### config.mk
export PLATFORM = sky130hd
export DESIGN_NAME = windowed_cluster_match_and_sum_top
export DESIGN_NICKNAME = d
export VERILOG_FILES = /design/src/hdl/wcms_pkg.sv /design/src/hdl/windowed_cluster_match_and_sum_top.sv /design/src/hdl/wcms_front.sv /design/src/hdl/wcms_queue.sv /design/src/hdl/wcms_back.sv
export SDC_FILE = /design/constraint.sdc
export NUM_CORES = 2
export LEC_CHECK = 0
export BUFFER_PORTS_ARGS = -buffer_cell sky130_fd_sc_hd__buf_2
export CAP_MARGIN = 5
export CORE_AREA = 8 8 324 326
export CTS_CLUSTER_SIZE = 25
export DETAILED_ROUTE_END_ITERATION = 12
export DIE_AREA = 0 0 332 334
export PLACE_DENSITY = 0.63
export SKIP_CTS_REPAIR_TIMING = 1
export SYNTH_ARGS = -nofsm -noshare
export SYNTH_HDL_FRONTEND = slang
export SYNTH_SLANG_ARGS = --single-unit
### constraint.sdc
create_clock -name clk -period 22.4 [get_ports clk]
set_input_delay 2.24 -clock clk [delete_from_list [all_inputs] [get_ports clk]]
set_output_delay 2.24 -clock clk [all_outputs]
set_load 0.05 [all_outputs]
### src/hdl/wcms_pkg.sv
// Package: shared types and constants for the windowed cluster match and sum block.
package wcms_pkg;

    localparam int T_W     = 20;
    localparam int P_W     = 12;
    localparam int D_W     = P_W + 1;
    localparam int E_W     = 16;
    localparam int SQ_W    = 24;
    localparam int DSQ_W   = 25;
    localparam int SUM_W   = 24;
    localparam int IDX_W   = 6;
    localparam int LIM_W   = 16;
    localparam int RAD_W   = 12;
    localparam int R2_W    = 2 * RAD_W;
    localparam int LC_W    = 2;
    localparam int ADDR_W  = 5;
    localparam int DATA_W  = 32;
    localparam int Q_DEPTH = 4;
    localparam int Q_PTR_W = 2;
    localparam int Q_CNT_W = Q_PTR_W + 1;

    localparam logic [2:0] REG_WINDOW_LOW  = 3'd0;
    localparam logic [2:0] REG_WINDOW_HIGH = 3'd1;
    localparam logic [2:0] REG_SIM_MODE    = 3'd2;
    localparam logic [2:0] REG_RADIUS      = 3'd3;
    localparam logic [2:0] REG_LOW_LIMIT   = 3'd4;

    localparam logic [T_W-1:0]   WINDOW_LOW_RST  = 20'hFFB00;
    localparam logic [T_W-1:0]   WINDOW_HIGH_RST = 20'd1280;
    localparam logic [RAD_W-1:0] RADIUS_RST      = 12'd600;
    localparam logic [R2_W-1:0]  R2_RST          = 24'd360000;
    localparam logic [LIM_W-1:0] LOW_LIMIT_RST   = 16'd1500;
    localparam logic [DSQ_W-1:0] DIST_ALL_ONES   = {DSQ_W{1'b1}};
    localparam logic [SUM_W-1:0] ENERGY_MAX      = {SUM_W{1'b1}};
    localparam logic [LC_W-1:0]  LOW_SAT         = 2'd2;

    typedef struct packed {
        logic                  has_cluster;
        logic signed [T_W-1:0] ref_time;
        logic signed [T_W-1:0] cluster_time;
        logic [E_W-1:0]        cluster_energy;
        logic signed [P_W-1:0] cluster_x;
        logic signed [P_W-1:0] cluster_y;
        logic signed [P_W-1:0] track_x;
        logic signed [P_W-1:0] track_y;
        logic                  last_cluster;
    } req_t;

    typedef struct packed {
        logic [SUM_W-1:0] energy_total;
        logic             veto_pass;
        logic             matched;
        logic [IDX_W-1:0] matched_index;
        logic [E_W-1:0]   matched_energy;
        logic [DSQ_W-1:0] matched_dist_sq;
    } res_t;

    typedef struct packed {
        logic signed [T_W-1:0] window_low;
        logic signed [T_W-1:0] window_high;
        logic                  sim_mode;
        logic [LIM_W-1:0]      low_energy_limit;
    } cfg_t;

    typedef struct packed {
        logic                  counted;
        logic                  last;
        logic [IDX_W-1:0]      index;
        logic [E_W-1:0]        energy;
        logic                  low;
        logic signed [D_W-1:0] dx;
        logic signed [D_W-1:0] dy;
    } q_entry_t;

    typedef struct packed {
        logic full;
        logic empty;
    } q_stat_t;

endpackage

### src/hdl/windowed_cluster_match_and_sum_top.sv
// Top level: configuration registers, front end, queue and back end of the cluster match and sum.
// Takes one cluster request per clock while the queue has room and gives one result per
// event, on the request marked last_cluster. A request is classified (time window, cluster
// cap) in the cycle it is accepted and written into a four-entry queue; the back end pops one
// entry per clock while its result is not stalled, through a square, add and accumulate path
// into the result register. Sustained rate is one request per clock without result stalls;
// a stalled result holds the back end while the queue takes requests until it is full. The
// user must write configuration through the APB port while idle; the block does not enforce it.
module windowed_cluster_match_and_sum_top #(
    parameter int MAX_CLUSTERS = 64
) (
    input  logic                          clk,
    input  logic                          rst_n,
    input  logic                          psel,
    input  logic                          penable,
    input  logic                          pwrite,
    input  logic [wcms_pkg::ADDR_W-1:0]   paddr,
    input  logic [wcms_pkg::DATA_W-1:0]   pwdata,
    output logic [wcms_pkg::DATA_W-1:0]   prdata,
    output logic                          pready,
    input  logic                          req_valid,
    output logic                          req_stall,
    input  wcms_pkg::req_t                req_data,
    output logic                          res_valid,
    input  logic                          res_stall,
    output wcms_pkg::res_t                res_data
);

    logic [wcms_pkg::T_W-1:0]   window_low_reg;
    logic [wcms_pkg::T_W-1:0]   window_high_reg;
    logic                       sim_mode_reg;
    logic [wcms_pkg::RAD_W-1:0] radius_reg;
    logic [wcms_pkg::LIM_W-1:0] low_limit_reg;
    logic [wcms_pkg::R2_W-1:0]  r2_reg;
    logic [wcms_pkg::R2_W-1:0]  r2_next;
    logic                       wr_en;
    logic [2:0]                 reg_sel;

    wcms_pkg::cfg_t             cfg;
    wcms_pkg::q_entry_t         push_entry;
    wcms_pkg::q_entry_t         head_entry;
    wcms_pkg::q_stat_t          q_stat;
    logic                       q_push;
    logic                       q_pop;

    always_comb
    begin
        pready  = 1'b1;
        wr_en   = psel && penable && pwrite;
        reg_sel = paddr[4:2];
        r2_next = wcms_pkg::R2_W'(radius_reg) * wcms_pkg::R2_W'(radius_reg);
        cfg.window_low       = $signed(window_low_reg);
        cfg.window_high      = $signed(window_high_reg);
        cfg.sim_mode         = sim_mode_reg;
        cfg.low_energy_limit = low_limit_reg;
        req_stall = q_stat.full;
        case (reg_sel)
            wcms_pkg::REG_WINDOW_LOW:  prdata = wcms_pkg::DATA_W'(window_low_reg);
            wcms_pkg::REG_WINDOW_HIGH: prdata = wcms_pkg::DATA_W'(window_high_reg);
            wcms_pkg::REG_SIM_MODE:    prdata = wcms_pkg::DATA_W'(sim_mode_reg);
            wcms_pkg::REG_RADIUS:      prdata = wcms_pkg::DATA_W'(radius_reg);
            wcms_pkg::REG_LOW_LIMIT:   prdata = wcms_pkg::DATA_W'(low_limit_reg);
            default:                   prdata = '0;
        endcase
    end

    always_ff @(posedge clk or negedge rst_n)
    begin
        if (!rst_n)
        begin
            window_low_reg  <= wcms_pkg::WINDOW_LOW_RST;
            window_high_reg <= wcms_pkg::WINDOW_HIGH_RST;
            sim_mode_reg    <= 1'b0;
            radius_reg      <= wcms_pkg::RADIUS_RST;
            low_limit_reg   <= wcms_pkg::LOW_LIMIT_RST;
            r2_reg          <= wcms_pkg::R2_RST;
        end
        else
        begin
            r2_reg <= r2_next;
            if (wr_en)
            begin
                case (reg_sel)
                    wcms_pkg::REG_WINDOW_LOW:  window_low_reg  <= pwdata[wcms_pkg::T_W-1:0];
                    wcms_pkg::REG_WINDOW_HIGH: window_high_reg <= pwdata[wcms_pkg::T_W-1:0];
                    wcms_pkg::REG_SIM_MODE:    sim_mode_reg    <= pwdata[0];
                    wcms_pkg::REG_RADIUS:      radius_reg      <= pwdata[wcms_pkg::RAD_W-1:0];
                    wcms_pkg::REG_LOW_LIMIT:   low_limit_reg   <= pwdata[wcms_pkg::LIM_W-1:0];
                    default:                   ;
                endcase
            end
        end
    end

    wcms_front #(
        .MAX_CLUSTERS (MAX_CLUSTERS)
    ) u_front (
        .clk       (clk),
        .rst_n     (rst_n),
        .cfg       (cfg),
        .req_valid (req_valid),
        .req_data  (req_data),
        .q_full    (q_stat.full),
        .q_push    (q_push),
        .q_entry   (push_entry)
    );

    wcms_queue u_queue (
        .clk      (clk),
        .rst_n    (rst_n),
        .push     (q_push),
        .wr_entry (push_entry),
        .pop      (q_pop),
        .rd_entry (head_entry),
        .stat     (q_stat)
    );

    wcms_back u_back (
        .clk       (clk),
        .rst_n     (rst_n),
        .r2        (r2_reg),
        .q_entry   (head_entry),
        .q_stat    (q_stat),
        .q_pop     (q_pop),
        .res_valid (res_valid),
        .res_stall (res_stall),
        .res_data  (res_data)
    );

`ifndef SYNTHESIS
    a_no_match_zero: assert property (@(posedge clk) disable iff (!rst_n)
        (res_valid && !res_data.matched) |-> ((res_data.matched_index == '0)
            && (res_data.matched_energy == '0) && (res_data.matched_dist_sq == '0)))
        else $error("unmatched result carries nonzero match fields");

    a_match_in_radius: assert property (@(posedge clk) disable iff (!rst_n)
        (res_valid && res_data.matched) |-> (res_data.matched_dist_sq < {1'b0, r2_reg}))
        else $error("matched result outside radius");

    a_queue_bounds: assert property (@(posedge clk) disable iff (!rst_n)
        !(q_stat.full && q_stat.empty) && !(q_pop && q_stat.empty)
            && !(q_push && q_stat.full))
        else $error("queue overflow or underflow");
`endif

endmodule

### src/hdl/wcms_front.sv
// Front end: accept requests, apply time window and cluster cap, classify into queue entries.
module wcms_front #(
    parameter int MAX_CLUSTERS = 64
) (
    input  logic              clk,
    input  logic              rst_n,
    input  wcms_pkg::cfg_t    cfg,
    input  logic              req_valid,
    input  wcms_pkg::req_t    req_data,
    input  logic              q_full,
    output logic              q_push,
    output wcms_pkg::q_entry_t q_entry
);

    localparam int CNT_W = $clog2(MAX_CLUSTERS + 1);

    logic [CNT_W-1:0]              cnt_reg;
    logic [CNT_W-1:0]              cnt_next;
    logic signed [wcms_pkg::T_W:0] tdiff;
    logic                          accept;
    logic                          in_window;
    logic                          room;
    logic                          counted;

    always_comb
    begin
        accept = req_valid && !q_full;
        tdiff  = $signed({req_data.ref_time[wcms_pkg::T_W-1], req_data.ref_time})
               - $signed({req_data.cluster_time[wcms_pkg::T_W-1], req_data.cluster_time});
        in_window = cfg.sim_mode
                 || ((tdiff >= $signed({cfg.window_low[wcms_pkg::T_W-1], cfg.window_low}))
                  && (tdiff <= $signed({cfg.window_high[wcms_pkg::T_W-1], cfg.window_high})));
        room    = cnt_reg < CNT_W'(MAX_CLUSTERS);
        counted = req_data.has_cluster && room && in_window;

        cnt_next = cnt_reg;
        if (accept)
        begin
            if (req_data.last_cluster)
            begin
                cnt_next = '0;
            end
            else if (req_data.has_cluster && room)
            begin
                cnt_next = cnt_reg + CNT_W'(1);
            end
        end

        q_push          = accept && (counted || req_data.last_cluster);
        q_entry.counted = counted;
        q_entry.last    = req_data.last_cluster;
        q_entry.index   = wcms_pkg::IDX_W'(cnt_reg);
        q_entry.energy  = req_data.cluster_energy;
        q_entry.low     = req_data.cluster_energy < cfg.low_energy_limit;
        q_entry.dx      = $signed({req_data.track_x[wcms_pkg::P_W-1], req_data.track_x})
                        - $signed({req_data.cluster_x[wcms_pkg::P_W-1], req_data.cluster_x});
        q_entry.dy      = $signed({req_data.track_y[wcms_pkg::P_W-1], req_data.track_y})
                        - $signed({req_data.cluster_y[wcms_pkg::P_W-1], req_data.cluster_y});
    end

    always_ff @(posedge clk or negedge rst_n)
    begin
        if (!rst_n)
        begin
            cnt_reg <= '0;
        end
        else
        begin
            cnt_reg <= cnt_next;
        end
    end

endmodule

### src/hdl/wcms_queue.sv
// Queue: short FIFO of classified entries between front and back.
module wcms_queue (
    input  logic               clk,
    input  logic               rst_n,
    input  logic               push,
    input  wcms_pkg::q_entry_t wr_entry,
    input  logic               pop,
    output wcms_pkg::q_entry_t rd_entry,
    output wcms_pkg::q_stat_t  stat
);

    wcms_pkg::q_entry_t          mem_reg [wcms_pkg::Q_DEPTH];
    logic [wcms_pkg::Q_PTR_W-1:0] wr_ptr_reg;
    logic [wcms_pkg::Q_PTR_W-1:0] wr_ptr_next;
    logic [wcms_pkg::Q_PTR_W-1:0] rd_ptr_reg;
    logic [wcms_pkg::Q_PTR_W-1:0] rd_ptr_next;
    logic [wcms_pkg::Q_CNT_W-1:0] count_reg;
    logic [wcms_pkg::Q_CNT_W-1:0] count_next;

    always_comb
    begin
        rd_entry    = mem_reg[rd_ptr_reg];
        stat.full   = count_reg == wcms_pkg::Q_CNT_W'(wcms_pkg::Q_DEPTH);
        stat.empty  = count_reg == '0;
        wr_ptr_next = push ? wr_ptr_reg + wcms_pkg::Q_PTR_W'(1) : wr_ptr_reg;
        rd_ptr_next = pop ? rd_ptr_reg + wcms_pkg::Q_PTR_W'(1) : rd_ptr_reg;
        count_next  = count_reg;
        if (push && !pop)
        begin
            count_next = count_reg + wcms_pkg::Q_CNT_W'(1);
        end
        else if (pop && !push)
        begin
            count_next = count_reg - wcms_pkg::Q_CNT_W'(1);
        end
    end

    always_ff @(posedge clk)
    begin
        if (push)
        begin
            mem_reg[wr_ptr_reg] <= wr_entry;
        end
    end

    always_ff @(posedge clk or negedge rst_n)
    begin
        if (!rst_n)
        begin
            wr_ptr_reg <= '0;
            rd_ptr_reg <= '0;
            count_reg  <= '0;
        end
        else
        begin
            wr_ptr_reg <= wr_ptr_next;
            rd_ptr_reg <= rd_ptr_next;
            count_reg  <= count_next;
        end
    end

endmodule

### src/hdl/wcms_back.sv
// Back end: squared distance pipeline, event accumulation and result register.
module wcms_back (
    input  logic                        clk,
    input  logic                        rst_n,
    input  logic [wcms_pkg::R2_W-1:0]   r2,
    input  wcms_pkg::q_entry_t          q_entry,
    input  wcms_pkg::q_stat_t           q_stat,
    output logic                        q_pop,
    output logic                        res_valid,
    input  logic                        res_stall,
    output wcms_pkg::res_t              res_data
);

    logic                           enable;
    logic signed [2*wcms_pkg::D_W-1:0] sqx_full;
    logic signed [2*wcms_pkg::D_W-1:0] sqy_full;

    logic                           s1_valid_reg;
    logic                           s1_counted_reg;
    logic                           s1_last_reg;
    logic [wcms_pkg::IDX_W-1:0]     s1_index_reg;
    logic [wcms_pkg::E_W-1:0]       s1_energy_reg;
    logic                           s1_low_reg;
    logic [wcms_pkg::SQ_W-1:0]      s1_sqx_reg;
    logic [wcms_pkg::SQ_W-1:0]      s1_sqy_reg;

    logic                           s2_valid_reg;
    logic                           s2_counted_reg;
    logic                           s2_last_reg;
    logic [wcms_pkg::IDX_W-1:0]     s2_index_reg;
    logic [wcms_pkg::E_W-1:0]       s2_energy_reg;
    logic                           s2_low_reg;
    logic [wcms_pkg::DSQ_W-1:0]     s2_dsq_reg;

    logic [wcms_pkg::SUM_W-1:0]     acc_reg;
    logic [wcms_pkg::SUM_W-1:0]     acc_next;
    logic [wcms_pkg::LC_W-1:0]      low_cnt_reg;
    logic [wcms_pkg::LC_W-1:0]      low_cnt_next;
    logic [wcms_pkg::DSQ_W-1:0]     best_dsq_reg;
    logic [wcms_pkg::DSQ_W-1:0]     best_dsq_next;
    logic [wcms_pkg::IDX_W-1:0]     best_index_reg;
    logic [wcms_pkg::IDX_W-1:0]     best_index_next;
    logic [wcms_pkg::E_W-1:0]       best_energy_reg;
    logic [wcms_pkg::E_W-1:0]       best_energy_next;

    logic [wcms_pkg::SUM_W:0]       sum;
    logic [wcms_pkg::SUM_W-1:0]     acc_upd;
    logic [wcms_pkg::LC_W-1:0]      low_upd;
    logic [wcms_pkg::DSQ_W-1:0]     best_dsq_upd;
    logic [wcms_pkg::IDX_W-1:0]     best_index_upd;
    logic [wcms_pkg::E_W-1:0]       best_energy_upd;
    logic                           hit;

    logic                           res_valid_reg;
    logic                           res_valid_next;
    wcms_pkg::res_t                 res_data_reg;
    wcms_pkg::res_t                 result;

    always_comb
    begin
        enable   = !res_valid_reg || !res_stall;
        q_pop    = enable && !q_stat.empty;
        sqx_full = $signed(q_entry.dx) * $signed(q_entry.dx);
        sqy_full = $signed(q_entry.dy) * $signed(q_entry.dy);
    end

    // event accumulation on the stage-two entry
    always_comb
    begin
        sum = {1'b0, acc_reg} + (wcms_pkg::SUM_W + 1)'(s2_energy_reg);
        acc_upd = acc_reg;
        low_upd = low_cnt_reg;
        best_dsq_upd    = best_dsq_reg;
        best_index_upd  = best_index_reg;
        best_energy_upd = best_energy_reg;
        if (s2_counted_reg)
        begin
            acc_upd = sum[wcms_pkg::SUM_W] ? wcms_pkg::ENERGY_MAX : sum[wcms_pkg::SUM_W-1:0];
            if (s2_low_reg && (low_cnt_reg != wcms_pkg::LOW_SAT))
            begin
                low_upd = low_cnt_reg + wcms_pkg::LC_W'(1);
            end
            if (s2_dsq_reg < best_dsq_reg)
            begin
                best_dsq_upd    = s2_dsq_reg;
                best_index_upd  = s2_index_reg;
                best_energy_upd = s2_energy_reg;
            end
        end

        hit = best_dsq_upd < {1'b0, r2};
        result.energy_total    = acc_upd;
        result.veto_pass       = low_upd < wcms_pkg::LOW_SAT;
        result.matched         = hit;
        result.matched_index   = hit ? best_index_upd : '0;
        result.matched_energy  = hit ? best_energy_upd : '0;
        result.matched_dist_sq = hit ? best_dsq_upd : '0;

        acc_next         = acc_reg;
        low_cnt_next     = low_cnt_reg;
        best_dsq_next    = best_dsq_reg;
        best_index_next  = best_index_reg;
        best_energy_next = best_energy_reg;
        if (enable && s2_valid_reg)
        begin
            if (s2_last_reg)
            begin
                acc_next         = '0;
                low_cnt_next     = '0;
                best_dsq_next    = wcms_pkg::DIST_ALL_ONES;
                best_index_next  = '0;
                best_energy_next = '0;
            end
            else
            begin
                acc_next         = acc_upd;
                low_cnt_next     = low_upd;
                best_dsq_next    = best_dsq_upd;
                best_index_next  = best_index_upd;
                best_energy_next = best_energy_upd;
            end
        end

        res_valid_next = enable ? (s2_valid_reg && s2_last_reg) : 1'b1;
        res_valid      = res_valid_reg;
        res_data       = res_data_reg;
    end

    always_ff @(posedge clk)
    begin
        if (enable)
        begin
            s1_counted_reg <= q_entry.counted;
            s1_last_reg    <= q_entry.last;
            s1_index_reg   <= q_entry.index;
            s1_energy_reg  <= q_entry.energy;
            s1_low_reg     <= q_entry.low;
            s1_sqx_reg     <= sqx_full[wcms_pkg::SQ_W-1:0];
            s1_sqy_reg     <= sqy_full[wcms_pkg::SQ_W-1:0];
            s2_counted_reg <= s1_counted_reg;
            s2_last_reg    <= s1_last_reg;
            s2_index_reg   <= s1_index_reg;
            s2_energy_reg  <= s1_energy_reg;
            s2_low_reg     <= s1_low_reg;
            s2_dsq_reg     <= {1'b0, s1_sqx_reg} + {1'b0, s1_sqy_reg};
            if (s2_valid_reg && s2_last_reg)
            begin
                res_data_reg <= result;
            end
        end
    end

    always_ff @(posedge clk or negedge rst_n)
    begin
        if (!rst_n)
        begin
            s1_valid_reg    <= 1'b0;
            s2_valid_reg    <= 1'b0;
            res_valid_reg   <= 1'b0;
            acc_reg         <= '0;
            low_cnt_reg     <= '0;
            best_dsq_reg    <= wcms_pkg::DIST_ALL_ONES;
            best_index_reg  <= '0;
            best_energy_reg <= '0;
        end
        else
        begin
            if (enable)
            begin
                s1_valid_reg <= !q_stat.empty;
                s2_valid_reg <= s1_valid_reg;
            end
            res_valid_reg   <= res_valid_next;
            acc_reg         <= acc_next;
            low_cnt_reg     <= low_cnt_next;
            best_dsq_reg    <= best_dsq_next;
            best_index_reg  <= best_index_next;
            best_energy_reg <= best_energy_next;
        end
    end

endmodule

### After elaboration in Yosys (flattened, before gate mapping)

Memories as Yosys holds them, arrays and structs flattened.
Index checks and enable logic that the tools add are counted.

| operators by class | value |
|---|---|
| $add $sub $neg | 11 |
| multiply operators | 3 |
| $lt $le $gt $ge | 7 |
| equal/unequal tests | 6 |
| mux-type cells | 23 |
| reductions and logical operators | 33 |

Operators by type and width:

| kind | count |
|---|---|
| $pmux 20 s5 | 1 |
| $mux 25 | 3 |
| $mux 24 | 3 |
| $mul 13x13->24 | 2 |
| $mux 16 | 3 |
| $sub 12x12->13 | 2 |
| $add 24x16->25 | 1 |
| $add 24x24->25 | 1 |
| $lt 25x24->1 | 1 |
| $lt 25x25->1 | 1 |
| $mul 12x12->24 | 1 |
| $ge 21x20->1 | 1 |
| $le 21x20->1 | 1 |
| $sub 20x20->21 | 1 |
| $mux 6 | 3 |
| $lt 16x16->1 | 1 |
| $mux 7 | 2 |
| $reduce_and 2->1 | 7 |
| $logic_and 1x1->1 | 13 |
| $add 7x1->7 const B | 1 |
| $lt 7x7->1 const B | 1 |
| $add 2x1->2 const B | 3 |
| $eq 3x2->1 const B | 2 |
| $eq 3x3->1 const B | 2 |
| other kinds (12) | 26 |

| storage, ports and cells | value |
|---|---|
| register bits after elaboration | 379 |
| bits in writable memories | 204 |
| output and inout bits | 108 |
| memories | 1 |

Memories:

| name | depth | bits a word | read ports | clocked after memory_dff | write ports | line | source |
|---|---|---|---|---|---|---|---|
| u_queue.mem_reg | 4 | 51 | 1 | 0 | 1 | wcms_queue.sv:12 | `wcms_pkg::q_entry_t mem_reg [wcms_pkg::Q_DEPTH];` |

### Depth between registers and ports, before layout

| logic depth | value |
|---|---|
| word-level depth | 11 |
| gate-level depth with buffers | 30 |
| gate-level depth less buffers | 29 |

### Hierarchy

From an unflattened synthesis, not the netlist that was laid out.

| unflattened totals | value |
|---|---|
| cells, all modules | 3766 |
| area total of the unflattened synthesis | 43316.5 µm² |

Modules (own cells, without submodules):

| module | times used | cells an instance | area an instance (µm²) | sequential area each (µm²) |
|---|---|---|---|---|
| wcms_back | 1 | 2150 | 23493.8 | 7758.7 |
| windowed_cluster_match_and_sum_top | 1 | 761 | 7995.2 | 2343.5 |
| wcms_queue | 1 | 301 | 7816.2 | 6301.0 |
| wcms_front | 1 | 554 | 4011.3 | 175.2 |

### Worst setup path before layout

No wires, ideal clock.

| path | value |
|---|---|
| kind | input port to flip-flop |
| from | input req_data[85] (netlist bit) |
| to | memory u_queue.mem_reg[0][0] (netlist bit) (enable) |
| library setup time | 0.530 ns |
| arrival time | 9.415 ns |
| data required time | 21.870 ns |
| setup slack | 12.455 ns |
| stages | 23 |
| path buffers | 0 |
| cells stage by stage | inv_1 -> ha_1 -> inv_1 -> fa_1 -> a21o_1 -> a21oi_1 -> nor2b_1 -> o2111ai_1 -> o21ai_1 -> a41oi_1 -> a21oi_1 -> a2111oi_0 -> nor3_1 -> ha_1 -> nand4_1 -> nor4_1 -> nand3_1 -> o21ai_0 -> or3_1 -> o21ai_0 -> nor2_1 -> a21oi_1 -> o21ai_0 |

| on the way | value |
|---|---|
| longest elaborated chain between the ends | 9 |
| elaborated cells between the ends (all ways) | 10 |
| those cells by class | add/sub (1); order compare (2); mux (2); reduce/logical (5) |

Ends and longest elaborated chain:

| what | line | source |
|---|---|---|
| start, declared | windowed_cluster_match_and_sum_top.sv:23 | `input wcms_pkg::req_t req_data,` |
| $sub 20x20->21 (*) | wcms_front.sv:29 | `- $signed({req_data.cluster_time[wcms_pkg::T_W-1], req_data.cluster_time});` |
| $ge 21x20->1 / $le 21x20->1 (equally long branches) | wcms_front.sv:31, wcms_front.sv:32 |  |
| $logic_and 1x1->1 (*) | wcms_front.sv:32 | `&& (tdiff <= $signed({cfg.window_high[wcms_pkg::T_W-1], cfg.window_high})));` |
| $logic_or 1x1->1 (*) | wcms_front.sv:31 | `\|\| ((tdiff >= $signed({cfg.window_low[wcms_pkg::T_W-1], cfg.window_low}))` |
| $logic_and 1x1->1 (*) | wcms_front.sv:34 | `counted = req_data.has_cluster && room && in_window;` |
| $logic_or 1x1->1 (*) | wcms_front.sv:49 | `q_push = accept && (counted \|\| req_data.last_cluster);` |
| $logic_and 1x1->1 (*) | wcms_front.sv:49 |  |
| $mux 1 (*) | wcms_queue.sv:40 | `if (push)` |
| $mux 1 (implied by the code) (*) | wcms_queue.sv:42 | `mem_reg[wr_ptr_reg] <= wr_entry;` |
| end, declared | wcms_queue.sv:12 |  |

Every way passes the cells marked *; elsewhere a longest branch is shown, timed or not.

### Final worst setup path

| path | value |
|---|---|
| from | register u_queue.rd_ptr_reg[1] (netlist bit) |
| to | register u_back.s1_sqy_reg[21] (netlist bit), data pin |

| on the way | value |
|---|---|
| longest elaborated chain between the ends | 2 |

Ends and longest elaborated chain:

| what | line | source |
|---|---|---|
| start, declared | wcms_queue.sv:15 | `logic [wcms_pkg::Q_PTR_W-1:0] rd_ptr_reg;` |
| start signal, assigned | wcms_queue.sv:57 | `rd_ptr_reg <= rd_ptr_next;` |
| $mem_v2 4x51 | -- |  |
| $mul 13x13->24 | wcms_back.sv:64 | `sqy_full = $signed(q_entry.dy) * $signed(q_entry.dy);` |
| named net u_back.sqy_full, one bit | wcms_back.sv:16 | `logic signed [2*wcms_pkg::D_W-1:0] sqy_full;` |
| end signal, assigned | wcms_back.sv:139 | `s1_sqy_reg <= sqy_full[wcms_pkg::SQ_W-1:0];` |
| end, declared | wcms_back.sv:25 | `logic [wcms_pkg::SQ_W-1:0] s1_sqy_reg;` |

The timed path passes the listed nets, and every way through them passes these cells.
A chain may end at the register's enable or synchronous reset.

==> results.yml <==
status:
  status: "complete, no violations"
cts:
  h-tree-depth: 3
  total_clock_buffers_created_by_cts: 66
  cts_root_buffer: "sky130_fd_sc_hd__clkbuf_16"
  cts.reportedPaths.clkPinSlew_ns: 0.06
  clk_path_buf_depth: 3
  tritoncts: "done"
  clk_latency_worst_skew_pair_ns: 0.64
  cts.sinks: 580
logic_synthesis:
  area_fraction_of_the_dominant_cell_type_after_synthesis: 0.2802
  synth_area_leader_cell: "sky130_fd_sc_hd__edfxtp_1"
  synthesis.area_per_instance_um2: 11.11
  yosysWarnings: 0
  synth-edff-count: 398
  dominantRegCellSynth: "sky130_fd_sc_hd__edfxtp_1"
  synth.distinct_cells: 82
  ys_top_cells_by_area: "sky130_fd_sc_hd__edfxtp_1 28%, sky130_fd_sc_hd__fa_1 17%, sky130_fd_sc_hd__ha_1 11%, sky130_fd_sc_hd__dfrtp_1 7.3%, sky130_fd_sc_hd__inv_1 5.7%"
  synth-seq-area-share: 0.3887
  async_flop_share: 0.3138
  postSynthRegisterBits: 580
  post_synth_inst_count: 3838
  syn-cell-area_um2: 42650
job:
  cap_viol_max_count: 0
sta:
  final_critical_path_setup_slack_ns: 14.08
  final_slew_viol_count: 0
  max_freq_mhz: 120.2
  timing.final.crit_period_ns: 8.318
  maxSlewHeadroom: 0.1758
  grt_setup_unrepaired: "no"
  tightestPinTransition_ns: 1.223
  setup_total_negative_slack_ns: 0
  finalHoldViolations: 0
  finalCritPeriodShare: 0.3713
  timing.clock.skew_ns: 0.04003
  setup_viol_count_final: 0
floorplan:
  pin_count: 258
  die-width_um: 332
  core_um2: 99570
  die_y_um: 334
  rows: 116
  die_area_um2: 110900
  start_util: 0.4283
worst_setup_path:
  critical_path.reg2reg.startpoint: "u_queue.rd_ptr_reg[1]$_DFFE_PN0P_"
  timing.critical_path.fanout_max: 42
  critical_path.startpoint: "u_queue.rd_ptr_reg[1]$_DFFE_PN0P_"
  critPathCaptureType: "register"
  timing.critical_path.required_ns: 22.79
  critical_path.startpoint_type: "register"
  cp_slowest_stage_delay_ns: 0.79
  timing.setup.critical_path_class: "reg -> reg"
  critical-path-top-cell-by-count: "sky130_fd_sc_hd__fa_1"
  cp_max_stage_cell: "sky130_fd_sc_hd__dfrtp_4"
  crit_arrival_ns: 8.70
global_route:
  grtUsageTotal: 0.1680
  grt-busiest-layer: "met2"
  met2_use_gr: 0.2690
  grt_util_met1: 0.2341
  use_met3: 0.03030
  grt_max_degree: 70
  antenna_found_initial: 6
  grt-ovfl-total: 0
  wire_length_of_the_first_global_routing_pass_mm: 151.9
  vias_in_the_first_global_route: 28440
placement:
  globalplace.congestion: 0.8725
  io_buffer_count: 230
  post-place-ws_ns: 13.64
  place_hpwl_mm: 71.22
routing:
  drc: 0
  post_drt_via_cell_ratio: 5.144
  total_routed_length_mm: 92.96
  drt_iter0_markers: 1811
  wl_per_cell_um: 17.16
  vias: 27870
  pre_repair_dr_iteration_count: 5
  antenna_violating_nets_post_route: 0
cells_and_area:
  fin_nets: 4947
  post_route_cells_drive_above_1_share: 0.1412
  area_growth_pct: 11.66
  fillCellCount: 9021
  max_reg_flops: 204
hold_path:
  hold_class: "reg -> reg"
  holdCritStartpoint: "u_back.s1_energy_reg[4]$_DFFE_PN_"
==> cells by family (layout without fill, tap and decap cells) <==
logic type               count (synthesis)  in the layout  synth area share
AO/OA/AOI/OAI                          566            566           0.08549
buffers and inverters                  778           1042           0.07097
AND/OR/NAND/NOR                        841            841           0.09291
XOR/XNOR                               155            155           0.03183
other                                    2             19         0.0001761
multiplexers                           181            181           0.05193
flip-flops                             580            580            0.3887
adder cells (fa/ha/maj)                735            735            0.2780
==> final timing paths <==
kind	cells past startpoint	slack (ns)	to
worst max-delay path	25	14.08	u_back.s1_sqy_reg[21]$_DFFE_PN_
max in group asynchronous	2	19.45	u_back.best_energy_reg[15]$_DFFE_PN0P_
min in group asynchronous	1	1.54	window_high_reg[18]$_DFFE_PN0P_
worst min register to register	0	0.42	u_back.s2_energy_reg[4]$_DFFE_PN_
worst max register to register	25	14.08	u_back.s1_sqy_reg[21]$_DFFE_PN_
worst min-delay path	0	0.42	u_back.s2_energy_reg[4]$_DFFE_PN_
==> cell usage in the layout, fill, tap and decap left out, types with 10 or more instances in the layout <==
cell type / count
sky130_fd_sc_hd__a211oi_1: 14
sky130_fd_sc_hd__a21o_1: 51
sky130_fd_sc_hd__a21oi_1: 124
sky130_fd_sc_hd__a22oi_1: 47
sky130_fd_sc_hd__a31o_2: 13
sky130_fd_sc_hd__a31oi_1: 11
sky130_fd_sc_hd__and2_1: 67
sky130_fd_sc_hd__buf_2: 229
sky130_fd_sc_hd__buf_4: 34
sky130_fd_sc_hd__clkbuf_1: 10
sky130_fd_sc_hd__clkbuf_16: 67
sky130_fd_sc_hd__clkinv_1: 19
sky130_fd_sc_hd__conb_1: 14
sky130_fd_sc_hd__dfrtp_1: 122
sky130_fd_sc_hd__dfstp_2: 58
sky130_fd_sc_hd__edfxtp_1: 398
sky130_fd_sc_hd__fa_1: 354
sky130_fd_sc_hd__ha_1: 381
sky130_fd_sc_hd__inv_1: 646
sky130_fd_sc_hd__mux2_2: 62
sky130_fd_sc_hd__mux2i_1: 93
sky130_fd_sc_hd__mux4_2: 26
sky130_fd_sc_hd__nand2_1: 295
sky130_fd_sc_hd__nand2b_1: 20
sky130_fd_sc_hd__nand3_1: 35
sky130_fd_sc_hd__nand4_1: 23
sky130_fd_sc_hd__nor2_1: 224
sky130_fd_sc_hd__nor2b_1: 36
sky130_fd_sc_hd__nor3_1: 61
sky130_fd_sc_hd__nor3_2: 28
sky130_fd_sc_hd__o21a_1: 41
sky130_fd_sc_hd__o21ai_0: 140
sky130_fd_sc_hd__o21ai_1: 24
sky130_fd_sc_hd__or3_1: 12
sky130_fd_sc_hd__xnor2_1: 109
sky130_fd_sc_hd__xor2_1: 46
==> per-stage QoR <==
step                hold WS, ns  cells    util  instance area, um^2
global placement         0.4009   5292  0.4547                45270
finish                   0.4171   5417  0.4783                47620
global route             0.4298   5414  0.4782                47610
CTS                      0.4204   5412  0.4782                47610
floorplan                0.4003   3850       -                42690
detailed placement       0.4074   5292  0.4547                45270
==> synth_stat cells, types with 16 or more instances <==
library cell,count
sky130_fd_sc_hd__edfxtp_1,398
sky130_fd_sc_hd__buf_4,16
sky130_fd_sc_hd__o21a_1,41
sky130_fd_sc_hd__dfrtp_1,124
sky130_fd_sc_hd__nor3_2,28
sky130_fd_sc_hd__nand4_1,23
sky130_fd_sc_hd__dfstp_2,58
sky130_fd_sc_hd__mux2i_1,93
sky130_fd_sc_hd__mux4_2,26
sky130_fd_sc_hd__a22oi_1,47
sky130_fd_sc_hd__fa_1,354
sky130_fd_sc_hd__nand2b_1,20
sky130_fd_sc_hd__nor3_1,61
sky130_fd_sc_hd__nor2_1,227
sky130_fd_sc_hd__nand2_1,297
sky130_fd_sc_hd__inv_1,646
sky130_fd_sc_hd__a21oi_1,124
sky130_fd_sc_hd__mux2_2,62
sky130_fd_sc_hd__a21o_1,51
sky130_fd_sc_hd__o21ai_1,24
sky130_fd_sc_hd__xor2_1,46
sky130_fd_sc_hd__nand3_1,35
sky130_fd_sc_hd__ha_1,381
sky130_fd_sc_hd__xnor2_1,109
sky130_fd_sc_hd__clkbuf_1,75
sky130_fd_sc_hd__and2_1,67
sky130_fd_sc_hd__o21ai_0,144
sky130_fd_sc_hd__nor2b_1,36
==> worst max-delay path, delay by kind of cell, from the launching register on <==
kind | cells | cell delay (ns)
xor gates and xnor gates | 1 | 0.12
adders and majority gates | 7 | 3.28
and+or+nand+nor | 3 | 0.46
buffers and inverters | 7 | 1.50
muxes | 1 | 0.26
DFF | 1 | 0.79
AOI/OAI and AO/OA | 6 | 1.65
==> layout make-up <==
cell class | instances | area (um^2) | share of cell area
Sequential cell | 580 | 16590 | 0.3483
Antenna cell | 5 | 12.51 | 0.0002627
Clock inverter | 38 | 558.0 | 0.01172
Tap cell | 1298 | 1624 | 0.03410
Clock buffer | 82 | 1783 | 0.03744
Multi-Input combinational cell | 2492 | 23170 | 0.4866
Inverter | 658 | 2470 | 0.05186
Timing Repair Buffer | 264 | 1415 | 0.02972
==> per-layer routing <==
layer	up-vias	routed length [um]
met5	-	14
met4	2	2143
met3	122	4849
met2	620	42370
met1	13770	43590
li1	13350	-
Power is left out: the tool's default activity adds up to more than one toggle a clock period on the data nets, which glitch-free logic cannot reach.
